==> src/rtl/fcw_pkg.sv <==
// Package with the shared types, constants and coefficient table of the face curvature weight block.
package fcw_pkg;

	localparam int unsigned NEIGHBOURS_DEF = 3;
	localparam logic [15:0] GAIN_RESET = 16'd2000;
	localparam logic [28:0] ONE_Q28 = 29'd268435456;
	localparam logic [29:0] PI_Q28 = 30'd843314857;
	localparam logic [31:0] WORD_MAX = 32'hFFFF_FFFF;
	localparam logic [16:0] ONE_Q16 = 17'h1_0000;
	localparam logic [5:0] SQRT_STEPS = 6'd33;
	localparam logic [5:0] DIV_STEPS = 6'd34;
	localparam logic [2:0] ADDR_GAIN = 3'd0;

	typedef enum logic [3:0] {
		OP_NONE,
		OP_LOAD_OWN,
		OP_CAPTURE,
		OP_SQUARE,
		OP_SQSUM,
		OP_DIST_START,
		OP_DIST_DONE,
		OP_HMUL,
		OP_HADD,
		OP_ACOS_START,
		OP_ACOS_DONE,
		OP_ACOS_MUL,
		OP_ACOS_FIN,
		OP_DIV_START,
		OP_DIV_DONE,
		OP_ACCUM
	} op_t;

	typedef struct packed {
		op_t        op;
		logic [1:0] idx;
		logic       wmul;
		logic       emit;
	} cmd_t;

	typedef struct packed {
		logic iter_done;
		logic dist_zero;
		logic last;
		logic out_free;
	} status_t;

	function automatic logic signed [31:0] acos_coef(input logic [1:0] idx);
		case (idx)
			2'd0:    acos_coef = 32'sd19934285;
			2'd1:    acos_coef = -32'sd56939026;
			2'd2:    acos_coef = 32'sd421639302;
			default: acos_coef = -32'sd5027608;
		endcase
	endfunction

endpackage

==> src/rtl/fcw_ctrl.sv <==
// Controller state machine that sequences the own-face load, one neighbour term and the weight output.
module fcw_ctrl
	import fcw_pkg::*;
(
	input  logic    clk,
	input  logic    arst_n,
	input  logic    in_valid,
	output logic    in_ready,
	input  logic    in_func,
	input  status_t status,
	output cmd_t    cmd
);

	typedef enum logic [16:0] {
		S_IDLE    = 17'h00001,
		S_SQ      = 17'h00002,
		S_SQSUM   = 17'h00004,
		S_DSTART  = 17'h00008,
		S_DWAIT   = 17'h00010,
		S_ZCHK    = 17'h00020,
		S_HMUL    = 17'h00040,
		S_HADD    = 17'h00080,
		S_ASTART  = 17'h00100,
		S_AWAIT   = 17'h00200,
		S_AMUL    = 17'h00400,
		S_AFIN    = 17'h00800,
		S_DVSTART = 17'h01000,
		S_DVWAIT  = 17'h02000,
		S_ACC     = 17'h04000,
		S_WMUL    = 17'h08000,
		S_EMIT    = 17'h10000
	} state_t;

	state_t     state_q, state_n;
	logic [1:0] idx_q, idx_n;

	assign in_ready = (state_q == S_IDLE);

	always_comb begin
		state_n = state_q;
		idx_n = idx_q;
		cmd.op = OP_NONE;
		cmd.idx = idx_q;
		cmd.wmul = 1'b0;
		cmd.emit = 1'b0;
		case (state_q)
			S_IDLE: begin
				if (in_valid) begin
					if (in_func) begin
						cmd.op = OP_CAPTURE;
						idx_n = 2'd0;
						state_n = S_SQ;
					end else begin
						cmd.op = OP_LOAD_OWN;
					end
				end
			end
			S_SQ: begin
				cmd.op = OP_SQUARE;
				idx_n = idx_q + 2'd1;
				if (idx_q == 2'd2)
					state_n = S_SQSUM;
			end
			S_SQSUM: begin
				cmd.op = OP_SQSUM;
				state_n = S_DSTART;
			end
			S_DSTART: begin
				cmd.op = OP_DIST_START;
				state_n = S_DWAIT;
			end
			S_DWAIT: begin
				if (status.iter_done) begin
					cmd.op = OP_DIST_DONE;
					state_n = S_ZCHK;
				end
			end
			S_ZCHK: begin
				idx_n = 2'd0;
				state_n = status.dist_zero ? S_ACC : S_HMUL;
			end
			S_HMUL: begin
				cmd.op = OP_HMUL;
				state_n = S_HADD;
			end
			S_HADD: begin
				cmd.op = OP_HADD;
				idx_n = idx_q + 2'd1;
				state_n = (idx_q == 2'd2) ? S_ASTART : S_HMUL;
			end
			S_ASTART: begin
				cmd.op = OP_ACOS_START;
				state_n = S_AWAIT;
			end
			S_AWAIT: begin
				if (status.iter_done) begin
					cmd.op = OP_ACOS_DONE;
					state_n = S_AMUL;
				end
			end
			S_AMUL: begin
				cmd.op = OP_ACOS_MUL;
				state_n = S_AFIN;
			end
			S_AFIN: begin
				cmd.op = OP_ACOS_FIN;
				state_n = S_DVSTART;
			end
			S_DVSTART: begin
				cmd.op = OP_DIV_START;
				state_n = S_DVWAIT;
			end
			S_DVWAIT: begin
				if (status.iter_done) begin
					cmd.op = OP_DIV_DONE;
					state_n = S_ACC;
				end
			end
			S_ACC: begin
				cmd.op = OP_ACCUM;
				state_n = status.last ? S_WMUL : S_IDLE;
			end
			S_WMUL: begin
				cmd.wmul = 1'b1;
				state_n = S_EMIT;
			end
			S_EMIT: begin
				if (status.out_free) begin
					cmd.emit = 1'b1;
					state_n = S_IDLE;
				end
			end
			default: state_n = S_IDLE;
		endcase
	end

	always_ff @(posedge clk or negedge arst_n) begin
		if (!arst_n) begin
			state_q <= S_IDLE;
			idx_q <= '0;
		end else begin
			state_q <= state_n;
			idx_q <= idx_n;
		end
	end

	assert property (@(posedge clk) disable iff (!arst_n) $onehot(state_q))
		else $error("controller state is not one-hot");
	assert property (@(posedge clk) disable iff (!arst_n)
		(state_q == S_DSTART) |=> (state_q == S_DWAIT))
		else $error("distance root not awaited");
	assert property (@(posedge clk) disable iff (!arst_n)
		(cmd.op == OP_ACCUM && status.last) |=> (state_q == S_WMUL))
		else $error("last neighbour did not lead to the weight");

endmodule
==> config.mk <==
export PLATFORM = sky130hd
export DESIGN_NAME = fcw_ctrl
export DESIGN_NICKNAME = d
export VERILOG_FILES = /design/src/rtl/fcw_pkg.sv /design/src/rtl/fcw_ctrl.sv
export SDC_FILE = /design/constraint.sdc
export NUM_CORES = 1
export LEC_CHECK = 0
export BUFFER_PORTS_ARGS = -buffer_cell sky130_fd_sc_hd__clkbuf_2
export CORE_MARGIN = 3
export CORE_UTILIZATION = 50
export CTS_CLUSTER_SIZE = 24
export DETAILED_ROUTE_END_ITERATION = 8
export HOLD_SLACK_MARGIN = 0.15
export PLACE_DENSITY = 0.74
export RECOVER_POWER = 25
export SLEW_MARGIN = 20
export SYNTH_ARGS = -nofsm -noshare
export SYNTH_HDL_FRONTEND = slang
export SYNTH_SLANG_ARGS = --single-unit
export TNS_END_PERCENT = 1
==> constraint.sdc <==
create_clock -name clk -period 2.2 [get_ports clk]
set_clock_uncertainty 0.05 [all_clocks]
set_input_delay 0.44 -clock clk [delete_from_list [all_inputs] [get_ports clk]]
set_output_delay 0.44 -clock clk [all_outputs]
set_load 0.05 [all_outputs]
==> results of run 1 <==
## cell type report
type | instances | area (µm²)
inverters | 11 | 41.3
clock inverters | 1 | 5.00
well taps | 28 | 35.0
fillers | 136 | 389
clock buffers | 3 | 22.5
multi-input cells | 101 | 746
repair buffers | 66 | 518
flip-flops and latches | 19 | 477
## sequential cells by signal, summed over array words and instances (netlist names)
register / flops
idx_q: 2
state_q: 17
## power by group through the flow
| stage | combinational (W) | sequential [W] | clock (W) |
|---|---|---|---|
| after floorplan | 0.000580 | 0.000500 | 0 |
| final | 0.00127 | 0.000441 | 0.000192 |
| after global placement | 0.00103 | 0.000439 | 0 |
| after global routing | 0.00135 | 0.000444 | 0.000202 |
| after detailed placement | 0.00107 | 0.000445 | 0 |
| after CTS | 0.00120 | 0.000439 | 0.000189 |
## cell usage after synthesis (2+ instances only)
cell / n
o21ai_0: 2
nor4_4: 3
nor2_1: 18
nand2_1: 10
nand3b_1: 2
nand4_1: 4
inv_1: 10
a21oi_1: 6
or4b_4: 2
xnor2_1: 2
or4_1: 4
nand2b_1: 6
nor4_1: 6
o22ai_1: 4
nor4b_1: 3
or3_1: 3
dfrtp_1: 18
a21o_1: 3
nor3_1: 6
## stage by stage
stage | TNS (ns) | cell area [µm²]
after floorplan | -1.22 | 1200
after global placement | -2.59 | 1650
after detailed placement | -3.28 | 1650
after CTS | -5.69 | 1810
after global routing | -7.42 | 1840
final | -5.58 | 1840
## worst max path at each step
stage	cells after the start	endpoint	from	slack (ns)
finish	7	cmd[6]	state_q[3]	-0.62
global route	7	cmd[7]	state_q[14]	-0.74
CTS	6	cmd[7]	state_q[15]	-0.62
detailed placement	7	cmd[5]	state_q[3]	-0.38
global placement	7	cmd[5]	state_q[3]	-0.33
floorplan	6	cmd[5]	state_q[3]	-0.30
## logic make-up after synthesis
| logic type | synth area share |
|---|---|
| xor+xnor | 0.0146 |
| flops | 0.398 |
| simple gates | 0.413 |
| fa+ha+maj | 0.0104 |
| buf+inv | 0.0449 |
| compound gates | 0.119 |
## critical path: cells and delay by family (launching register included)
kind                   cells  cell delay [ns]
buffers and inverters      1             0.16
flip-flops                 1             0.43
AND/OR/NAND/NOR            6             1.43
## per-layer routing
| metal | wire length [µm] | part of all wire | global-route usage |
|---|---|---|---|
| met4 | 179 | 0.043 | 0.182 |
| met3 | 250 | 0.059 | 0.0643 |
| met2 | 2000 | 0.48 | 0.472 |
| met5 | 0 | 0 | 0 |
| met1 | 1770 | 0.42 | 0.391 |
## repair_timing
item	4_1_cts	5_1_grt
hold endpoints to repair	18	0
hold buffers	1	0
endpoints found under the setup margin	17	18
pin swaps	4	5
setup buffers	3	0
resized for setup	21	11
==> report_table.html, run 1 <==
<table>
<tr><th>Metric</th><th>Value</th></tr>
<tr><th colspan="2">Floorplan</th></tr>
<tr><td>Area enclosed by the die boundary</td><td>about 3000 µm²</td></tr>
<tr><td>Die H</td><td>about 55 µm</td></tr>
<tr><td>Core Footprint</td><td>around 2200 µm²</td></tr>
<tr><td>Row count</td><td>17</td></tr>
<tr><td>Initial core utilization</td><td>0.537</td></tr>
<tr><td>Boundary pin count</td><td>17</td></tr>
<tr><td>Die width</td><td>~55 µm</td></tr>
<tr><th colspan="2">Synthesis</th></tr>
<tr><td>Post-synth net total</td><td>approximately 140</td></tr>
<tr><td>Mean Syn Cell Area</td><td>roughly 9.0 µm²</td></tr>
<tr><td>Number of library cell types mapped by synthesis</td><td>40</td></tr>
<tr><td>Area share of the largest cell type after synthesis</td><td>0.376</td></tr>
<tr><td>Flop and latch count out of synthesis</td><td>19</td></tr>
<tr><td>Largest area contributor in the netlist</td><td>dfrtp_1</td></tr>
<tr><td>Dominant cells by area after synthesis</td><td>dfrtp_1 38%, nor2_1 5.6%, nor4_4 5.3%</td></tr>
<tr><td>Cell area after synthesis</td><td>1200 µm²</td></tr>
<tr><td>Post-synthesis sequential area ratio</td><td>0.398</td></tr>
<tr><td>Number of enable-type register cells in the synthesized netlist</td><td>0</td></tr>
<tr><td>Synth warn</td><td>0</td></tr>
<tr><td>Async set or reset register ratio after synthesis</td><td>1.00</td></tr>
<tr><td>Cell count after synthesis</td><td>~130</td></tr>
<tr><td>Main synth FF type</td><td>dfrtp_1</td></tr>
<tr><th colspan="2">Cells and area</th></tr>
<tr><td>Final net count</td><td>211</td></tr>
<tr><td>Syn-to-layout area delta</td><td>53.9%</td></tr>
<tr><td>Post-layout instance count excluding filler cells</td><td>roughly 230</td></tr>
<tr><td>Utilization after layout</td><td>0.826</td></tr>
<tr><td>Most frequent cells in the layout</td><td>48 x buf_4, 18 x dfrtp_1, 16 x nor2_1, 10 x inv_1, 10 x nand2_1</td></tr>
<tr><td>Ratio of cells with drive above 1 in the final layout</td><td>0.453</td></tr>
<tr><td>Commonest non-fill, non-tap cell in the layout</td><td>buf_4</td></tr>
<tr><td>Count of antenna diodes in the layout</td><td>0</td></tr>
<tr><th colspan="2">Setup path</th></tr>
<tr><td>Critical Path Sink Type</td><td>primary output</td></tr>
<tr><td>Peak per-stage delay on the critical path</td><td>approximately 0.57 ns</td></tr>
<tr><td>Crit-path most repeated cell</td><td>nand2_1</td></tr>
<tr><td>Worst r2r dst</td><td>state_q[14]</td></tr>
<tr><td>Startpoint type of the worst setup path</td><td>flop</td></tr>
<tr><td>Logic depth of the worst register-to-register path</td><td>8</td></tr>
<tr><td>Maximum fanout along the worst path</td><td>4</td></tr>
<tr><td>Master of the slowest instance on the critical path</td><td>or4b_4</td></tr>
<tr><td>Reg-to-reg critical path startpoint</td><td>state_q[3]</td></tr>
<tr><td>Sequence of cells on the critical path</td><td>nor4_4 -&gt; nand3_2 -&gt; or4b_4 -&gt; nand2_1 -&gt; nand2_1 -&gt; nand3b_1 -&gt; buf_8</td></tr>
<tr><td>Required time worst endpoint</td><td>approximately 1.7 ns</td></tr>
<tr><td>R2R setup slack</td><td>-0.29 ns</td></tr>
<tr><td>Critical path data arrival time</td><td>roughly 2.3 ns</td></tr>
<tr><td>Worst setup path category</td><td>reg2out</td></tr>
<tr><th colspan="2">Timing</th></tr>
<tr><td>Total of endpoints with negative setup slack in the final report</td><td>17</td></tr>
<tr><td>Worst Hold Margin</td><td>~0.26 ns</td></tr>
<tr><td>Achievable clock frequency</td><td>roughly 0.35 GHz</td></tr>
<tr><td>Final critical-path setup slack</td><td>-0.624 ns</td></tr>
<tr><td>Final worst path period share</td><td>1.28</td></tr>
<tr><td>Max Slew Vio Count</td><td>0</td></tr>
<tr><td>Final hold violation count</td><td>0</td></tr>
<tr><td>Tmin final</td><td>between 2 and 3 ns</td></tr>
<tr><td>Worst-margin pin slew</td><td>about 1.1 ns</td></tr>
<tr><td>Unrepaired setup endpoints after global routing</td><td>true</td></tr>
<tr><td>Worst slew margin relative to its limit</td><td>0.262</td></tr>
<tr><th colspan="2">Clocking</th></tr>
<tr><td>CTS clock-pin slew for the worst setup and hold paths</td><td>approximately 0.12 ns</td></tr>
<tr><td>Source-to-sink clock delay at the later pin of the worst-skew pair</td><td>0.31 ns</td></tr>
<tr><td>Number of H-tree branching levels</td><td>1</td></tr>
<tr><td>Number of buffers created by CTS</td><td>3</td></tr>
<tr><td>Root buffer cell</td><td>clkbuf_4</td></tr>
<tr><td>CTS Buffer Depth</td><td>2</td></tr>
<tr><td>Clock tree from TritonCTS</td><td>done</td></tr>
<tr><td>Number of clock sinks</td><td>19</td></tr>
<tr><th colspan="2">GRT</th></tr>
<tr><td>Global-route wire length before repair</td><td>between 6 and 7 mm</td></tr>
<tr><td>Number of global-route vias before repair</td><td>roughly 1300</td></tr>
<tr><td>Gr ovfl total</td><td>0</td></tr>
<tr><td>Overall routing resource usage</td><td>0.306</td></tr>
<tr><td>Maximum number of pins on one net before global-route repair</td><td>20</td></tr>
<tr><td>Antenna violations before repair</td><td>0</td></tr>
<tr><th colspan="2">Detailed routing</th></tr>
<tr><td>Final WL</td><td>between 4 and 5 mm</td></tr>
<tr><td>DRC violations left</td><td>0</td></tr>
<tr><td>Post-detailed-route count of antenna-violating nets</td><td>0</td></tr>
<tr><td>Drt first pass iters</td><td>4</td></tr>
<tr><td>Via total after detailed routing</td><td>1354</td></tr>
<tr><td>Wire length per cell after detailed routing</td><td>18.4 µm</td></tr>
<tr><td>Detailed router's first-iteration violation count</td><td>41</td></tr>
<tr><td>Per-cell via count in the routed design</td><td>between 5 and 6</td></tr>
<tr><th colspan="2">Pwr</th></tr>
<tr><td>Clk network pwr share</td><td>0.101</td></tr>
<tr><td>Leakage component of the power</td><td>between 0.9 and 1 nW</td></tr>
<tr><td>Sequential share of power</td><td>0.232</td></tr>
<tr><td>Switching Power</td><td>roughly 0.00086 W</td></tr>
<tr><td>Switching power as a share of total power</td><td>0.452</td></tr>
<tr><td>Power share of the combinational group</td><td>0.668</td></tr>
<tr><td>Max VDD drop</td><td>0.890 mV</td></tr>
<tr><td>Power per standard cell area</td><td>1030 nW/µm²</td></tr>
<tr><td>Total power draw</td><td>approximately 0.0019 W</td></tr>
<tr><td>Cell internal power dissipation</td><td>between 0.001 and 0.0015 W</td></tr>
<tr><th colspan="2">Worst hold path</th></tr>
<tr><td>Class of the most critical hold timing path</td><td>in2reg</td></tr>
<tr><td>Startpoint of the tightest hold check path</td><td>status[2]</td></tr>
<tr><td>Terminating pin of the worst hold path</td><td>state_q[6]</td></tr>
<tr><td>Worst hold path cell count</td><td>2</td></tr>
<tr><th colspan="2">Place</th></tr>
<tr><td>Detailed placement HPWL</td><td>2.94 mm</td></tr>
<tr><td>Worst slack at placement</td><td>-0.376 ns</td></tr>
<tr><td>DP Cell Count</td><td>between 200 and 250</td></tr>
<tr><td>Final weighted congestion in routability-driven placement</td><td>between 0.9 and 1</td></tr>
<tr><td>IO Port Bufs</td><td>16</td></tr>
<tr><th colspan="2">Outcome</th></tr>
<tr><td>Violated checks</td><td>setup timing</td></tr>
<tr><td>Status</td><td>finished with violations</td></tr>
<tr><th colspan="2">Flow run</th></tr>
<tr><td>Max Cap Violations</td><td>0</td></tr>
</table>
No activity file was read; power rests on OpenSTA's default activity.
==> run 2, diff against run 1 <==
--- a/config.mk
+++ b/config.mk
@@ -5,13 +5,14 @@
 export SDC_FILE = /design/constraint.sdc
 export NUM_CORES = 1
 export LEC_CHECK = 0
+export ABC_AREA = 1
 export BUFFER_PORTS_ARGS = -buffer_cell sky130_fd_sc_hd__clkbuf_2
 export CORE_MARGIN = 3
 export CORE_UTILIZATION = 50
 export CTS_CLUSTER_SIZE = 24
 export DETAILED_ROUTE_END_ITERATION = 8
 export HOLD_SLACK_MARGIN = 0.15
-export PLACE_DENSITY = 0.74
+export PLACE_DENSITY = 0.73
 export RECOVER_POWER = 25
 export SLEW_MARGIN = 20
 export SYNTH_ARGS = -nofsm -noshare
==> run 2 against run 1 <==
Net effect: the run still ends with setup timing left; wire length decreased by 8.8%; die area increased by 18%; register-to-register slack improved by 0.66 ns; critical path type unchanged; highest routed layer unchanged.
==> report_table.html, run 2 <==
<table>
<tr><th>Metric</th><th>Value</th></tr>
<tr><th colspan="2">Timing</th></tr>
<tr><td>Max Slew Vio Count</td><td>0</td></tr>
<tr><td>Worst slew margin relative to its limit</td><td>0.300</td></tr>
<tr><td>Unrepaired setup endpoints after global routing</td><td>true</td></tr>
<tr><td>Final worst path period share</td><td>1.10</td></tr>
<tr><td>Worst-margin pin slew</td><td>1.05 ns</td></tr>
<tr><td>Post-Route Setup TNS</td><td>-0.720 ns</td></tr>
<tr><td>Final hold violation count</td><td>0</td></tr>
<tr><td>Tmin final</td><td>around 2.4 ns</td></tr>
<tr><td>Final critical-path setup slack</td><td>-0.213 ns</td></tr>
<tr><td>Achievable clock frequency</td><td>a little over 0.4 GHz</td></tr>
<tr><td>Worst Hold Margin</td><td>0.253 ns</td></tr>
<tr><td>Total of endpoints with negative setup slack in the final report</td><td>5</td></tr>
<tr><th colspan="2">Setup path</th></tr>
<tr><td>Number of cells on the critical path</td><td>7</td></tr>
<tr><td>R2R setup slack</td><td>0.37 ns</td></tr>
<tr><td>Worst r2r dst</td><td>state_q[16]</td></tr>
<tr><td>Critical path data arrival time</td><td>around 1.9 ns</td></tr>
<tr><td>Master of the slowest instance on the critical path</td><td>dfrtp_1</td></tr>
<tr><td>Worst setup path category</td><td>reg2out</td></tr>
<tr><td>Maximum fanout along the worst path</td><td>2</td></tr>
<tr><td>Startpoint type of the worst setup path</td><td>flop</td></tr>
<tr><td>Critical path destination</td><td>cmd[6]</td></tr>
<tr><td>Crit-path most repeated cell</td><td>nand3b_1</td></tr>
<tr><td>Reg-to-reg critical path startpoint</td><td>state_q[8]</td></tr>
<tr><td>Peak per-stage delay on the critical path</td><td>0.43 ns</td></tr>
<tr><td>Critical path startpoint</td><td>state_q[5]</td></tr>
<tr><td>Required time worst endpoint</td><td>roughly 1.7 ns</td></tr>
<tr><td>Kind of cell adding the most delay to the critical path</td><td>simple AND/OR/NAND/NOR gates</td></tr>
<tr><td>Sum of buffers and inverters on the critical path</td><td>2</td></tr>
<tr><td>Critical Path Sink Type</td><td>primary output</td></tr>
<tr><td>Logic depth of the worst register-to-register path</td><td>12</td></tr>
<tr><td>Sequence of cells on the critical path</td><td>buf_4 -&gt; nand3b_1 -&gt; nor2_1 -&gt; nand3_2 -&gt; o21ai_1 -&gt; nand3b_1 -&gt; buf_8</td></tr>
<tr><th colspan="2">GRT</th></tr>
<tr><td>Number of global-route vias before repair</td><td>between 1000 and 1500</td></tr>
<tr><td>Maximum number of pins on one net before global-route repair</td><td>20</td></tr>
<tr><td>Gr ovfl total</td><td>0</td></tr>
<tr><td>Antenna violations before repair</td><td>0</td></tr>
<tr><td>Global-route wire length before repair</td><td>between 6 and 7 mm</td></tr>
<tr><td>Overall routing resource usage</td><td>0.232</td></tr>
<tr><th colspan="2">Synthesis</th></tr>
<tr><td>Number of enable-type register cells in the synthesized netlist</td><td>0</td></tr>
<tr><td>Number of library cell types mapped by synthesis</td><td>31</td></tr>
<tr><td>Area share of the largest cell type after synthesis</td><td>0.314</td></tr>
<tr><td>Async set or reset register ratio after synthesis</td><td>1.00</td></tr>
<tr><td>Post-synthesis sequential area ratio</td><td>0.332</td></tr>
<tr><td>Synth warn</td><td>0</td></tr>
<tr><td>Leading post-synthesis cells by instance count</td><td>38 x inv_1, 31 x nor2_1, 28 x nand2_1, 18 x dfrtp_1, 17 x nand3_1</td></tr>
<tr><td>Main synth FF type</td><td>dfrtp_1</td></tr>
<tr><td>Cell count after synthesis</td><td>between 150 and 200</td></tr>
<tr><td>Flop and latch count out of synthesis</td><td>19</td></tr>
<tr><td>Cell with the most instances after synthesis</td><td>inv_1</td></tr>
<tr><td>Largest area contributor in the netlist</td><td>dfrtp_1</td></tr>
<tr><td>Cell area after synthesis</td><td>1440 µm²</td></tr>
<tr><td>Dominant cells by area after synthesis</td><td>dfrtp_1 31%, inv_1 9.9%, nor2_1 8.1%</td></tr>
<tr><td>Post-synth net total</td><td>just over 200</td></tr>
<tr><td>Mean Syn Cell Area</td><td>7.40 µm²</td></tr>
<tr><th colspan="2">Cells and area</th></tr>
<tr><td>Max reg flops</td><td>17</td></tr>
<tr><td>Post-layout instance count excluding filler cells</td><td>about 270</td></tr>
<tr><td>Syn-to-layout area delta</td><td>31.3%</td></tr>
<tr><td>Area of the multi-input gates</td><td>851 µm²</td></tr>
<tr><td>Most frequent cells in the layout</td><td>35 x inv_1, 27 x nand2_1, 27 x nor2_1, 25 x buf_4, 18 x dfrtp_1</td></tr>
<tr><td>Commonest non-fill, non-tap cell in the layout</td><td>inv_1</td></tr>
<tr><td>Final net count</td><td>roughly 250</td></tr>
<tr><td>Ratio of cells with drive above 1 in the final layout</td><td>0.402</td></tr>
<tr><td>Top flop regs</td><td>state_q: 17 flops, idx_q: 2 flops</td></tr>
<tr><td>Register cell area after layout</td><td>477 µm²</td></tr>
<tr><td>Most flop-heavy register</td><td>state_q</td></tr>
<tr><td>Count of antenna diodes in the layout</td><td>0</td></tr>
<tr><td>Fillcell total</td><td>approximately 210</td></tr>
<tr><th colspan="2">Outcome</th></tr>
<tr><td>Violated checks</td><td>setup timing</td></tr>
<tr><td>Status</td><td>finished with violations</td></tr>
<tr><th colspan="2">Floorplan</th></tr>
<tr><td>Area enclosed by the die boundary</td><td>roughly 3600 µm²</td></tr>
<tr><td>Core Footprint</td><td>~2600 µm²</td></tr>
<tr><td>Row count</td><td>18</td></tr>
<tr><td>Die H</td><td>59.6 µm</td></tr>
<tr><td>Initial core utilization</td><td>0.550</td></tr>
<tr><td>Die width</td><td>approximately 60 µm</td></tr>
<tr><td>Boundary pin count</td><td>17</td></tr>
<tr><th colspan="2">Pwr</th></tr>
<tr><td>Switching power as a share of total power</td><td>0.505</td></tr>
<tr><td>Switching Power</td><td>0.000875 W</td></tr>
<tr><td>Power per standard cell area</td><td>919 nW/µm²</td></tr>
<tr><td>Cell internal power dissipation</td><td>around 0.00086 W</td></tr>
<tr><td>Max VDD drop</td><td>1.06 mV</td></tr>
<tr><td>Clk network pwr share</td><td>0.116</td></tr>
<tr><td>Total power draw</td><td>0.00173 W</td></tr>
<tr><td>Sequential share of power</td><td>0.259</td></tr>
<tr><td>Leakage component of the power</td><td>approximately 1.1 nW</td></tr>
<tr><td>Power share of the combinational group</td><td>0.625</td></tr>
<tr><th colspan="2">Clocking</th></tr>
<tr><td>CTS Buffer Depth</td><td>2</td></tr>
<tr><td>CTS clock-pin slew for the worst setup and hold paths</td><td>0.13 ns</td></tr>
<tr><td>Source-to-sink clock delay at the later pin of the worst-skew pair</td><td>around 0.32 ns</td></tr>
<tr><td>Number of H-tree branching levels</td><td>1</td></tr>
<tr><td>Clock tree from TritonCTS</td><td>done</td></tr>
<tr><td>Root buffer cell</td><td>clkbuf_4</td></tr>
<tr><td>Number of clock sinks</td><td>19</td></tr>
<tr><td>Number of buffers created by CTS</td><td>3</td></tr>
<tr><th colspan="2">Place</th></tr>
<tr><td>IO Port Bufs</td><td>16</td></tr>
<tr><td>Detailed placement HPWL</td><td>approximately 2.7 mm</td></tr>
<tr><td>Final weighted congestion in routability-driven placement</td><td>between 0.8 and 0.9</td></tr>
<tr><td>DP Cell Count</td><td>around 250</td></tr>
<tr><td>Worst slack at placement</td><td>-0.0523 ns</td></tr>
<tr><th colspan="2">Detailed routing</th></tr>
<tr><td>Per-cell via count in the routed design</td><td>roughly 5.3</td></tr>
<tr><td>DRC violations left</td><td>0</td></tr>
<tr><td>Final WL</td><td>about 3.8 mm</td></tr>
<tr><td>Via total after detailed routing</td><td>approximately 1400</td></tr>
<tr><td>Wire length per cell after detailed routing</td><td>between 10 and 15 µm</td></tr>
<tr><td>Post-detailed-route count of antenna-violating nets</td><td>0</td></tr>
<tr><td>Drt first pass iters</td><td>5</td></tr>
<tr><td>Detailed router's first-iteration violation count</td><td>57</td></tr>
<tr><th colspan="2">Worst hold path</th></tr>
<tr><td>Class of the most critical hold timing path</td><td>in2reg</td></tr>
<tr><th colspan="2">Flow run</th></tr>
<tr><td>Max Cap Violations</td><td>0</td></tr>
</table>
## run 2: per-stage QoR
step           instance area (µm²)   util
6_report                      1890  0.722
5_1_grt                       1890  0.722
4_1_cts                       1820  0.695
3_5_place_dp                  1630  0.624
3_3_place_gp                  1630  0.624
2_1_floorplan                 1450      -
## run 2: worst min path at each step
stage	startpoint	to	slack, ns	depth (start not counted)
after floorplan	arst_n	idx_q[0]	0.09	0
after global placement	arst_n	state_q[14]	0.36	1
after detailed placement	arst_n	state_q[14]	0.38	1
after CTS	status[1]	state_q[15]	0.26	3
after global routing	status[1]	state_q[15]	0.25	3
final	status[1]	state_q[15]	0.25	3
## run 2: kinds of logic after synthesis
family / share of synthesized area
flops: 0.332
fa+ha+maj: 0.00871
buf+inv: 0.117
compound gates: 0.0732
simple gates: 0.470
## run 2: cell type report
cell class,instances,share of cell area
Multi-Input combinational cell,134,0.451
Timing Repair Buffer,41,0.175
Inverter,41,0.0856
Tap cell,30,0.0199
Sequential cell,19,0.253
Clock buffer,3,0.0119
Clock inverter,1,0.00398
## run 2: power groups by stage
stage	logic, W	registers [W]	clock network (W)
final	0.00108	0.000449	0.000201
after global routing	0.00116	0.000456	0.000219
after CTS	0.00103	0.000442	0.000201
after detailed placement	0.000879	0.000451	0
after global placement	0.000864	0.000448	0
after floorplan	0.000634	0.000493	0
## run 2: repair_timing
| action | 4_1_cts | 5_1_grt |
|---|---|---|
| hold buffers | 1 | 0 |
| pin swaps | 6 | 10 |
| setup endpoints to repair | 5 | 7 |
| cloned | 1 | 0 |
| gates resized for setup | 17 | 20 |
| hold endpoints to repair | 18 | 0 |
| buffers inserted | 10 | 4 |
## run 2: worst register-to-register path, stage by stage, from the launching register on
cell	delay, ns
dfrtp_1	0.44
nor2_4	0.15
nand2_4	0.09
nor2_8	0.16
buf_4	0.15
buf_4	0.11
nand3_2	0.10
nand2_1	0.11
nor2_2	0.05
nand2_4	0.12
nand2_1	0.07
o21ai_1	0.09
inv_1	0.05
## run 2: metal layers
| metal | GRT usage | wire length, µm | share of wire |
|---|---|---|---|
| met2 | 0.387 | 1870 | 0.49 |
| met3 | 0.0240 | 172 | 0.045 |
| met1 | 0.315 | 1720 | 0.45 |
| met5 | 0 | 0 | 0 |
| met4 | 0.0696 | 64 | 0.017 |
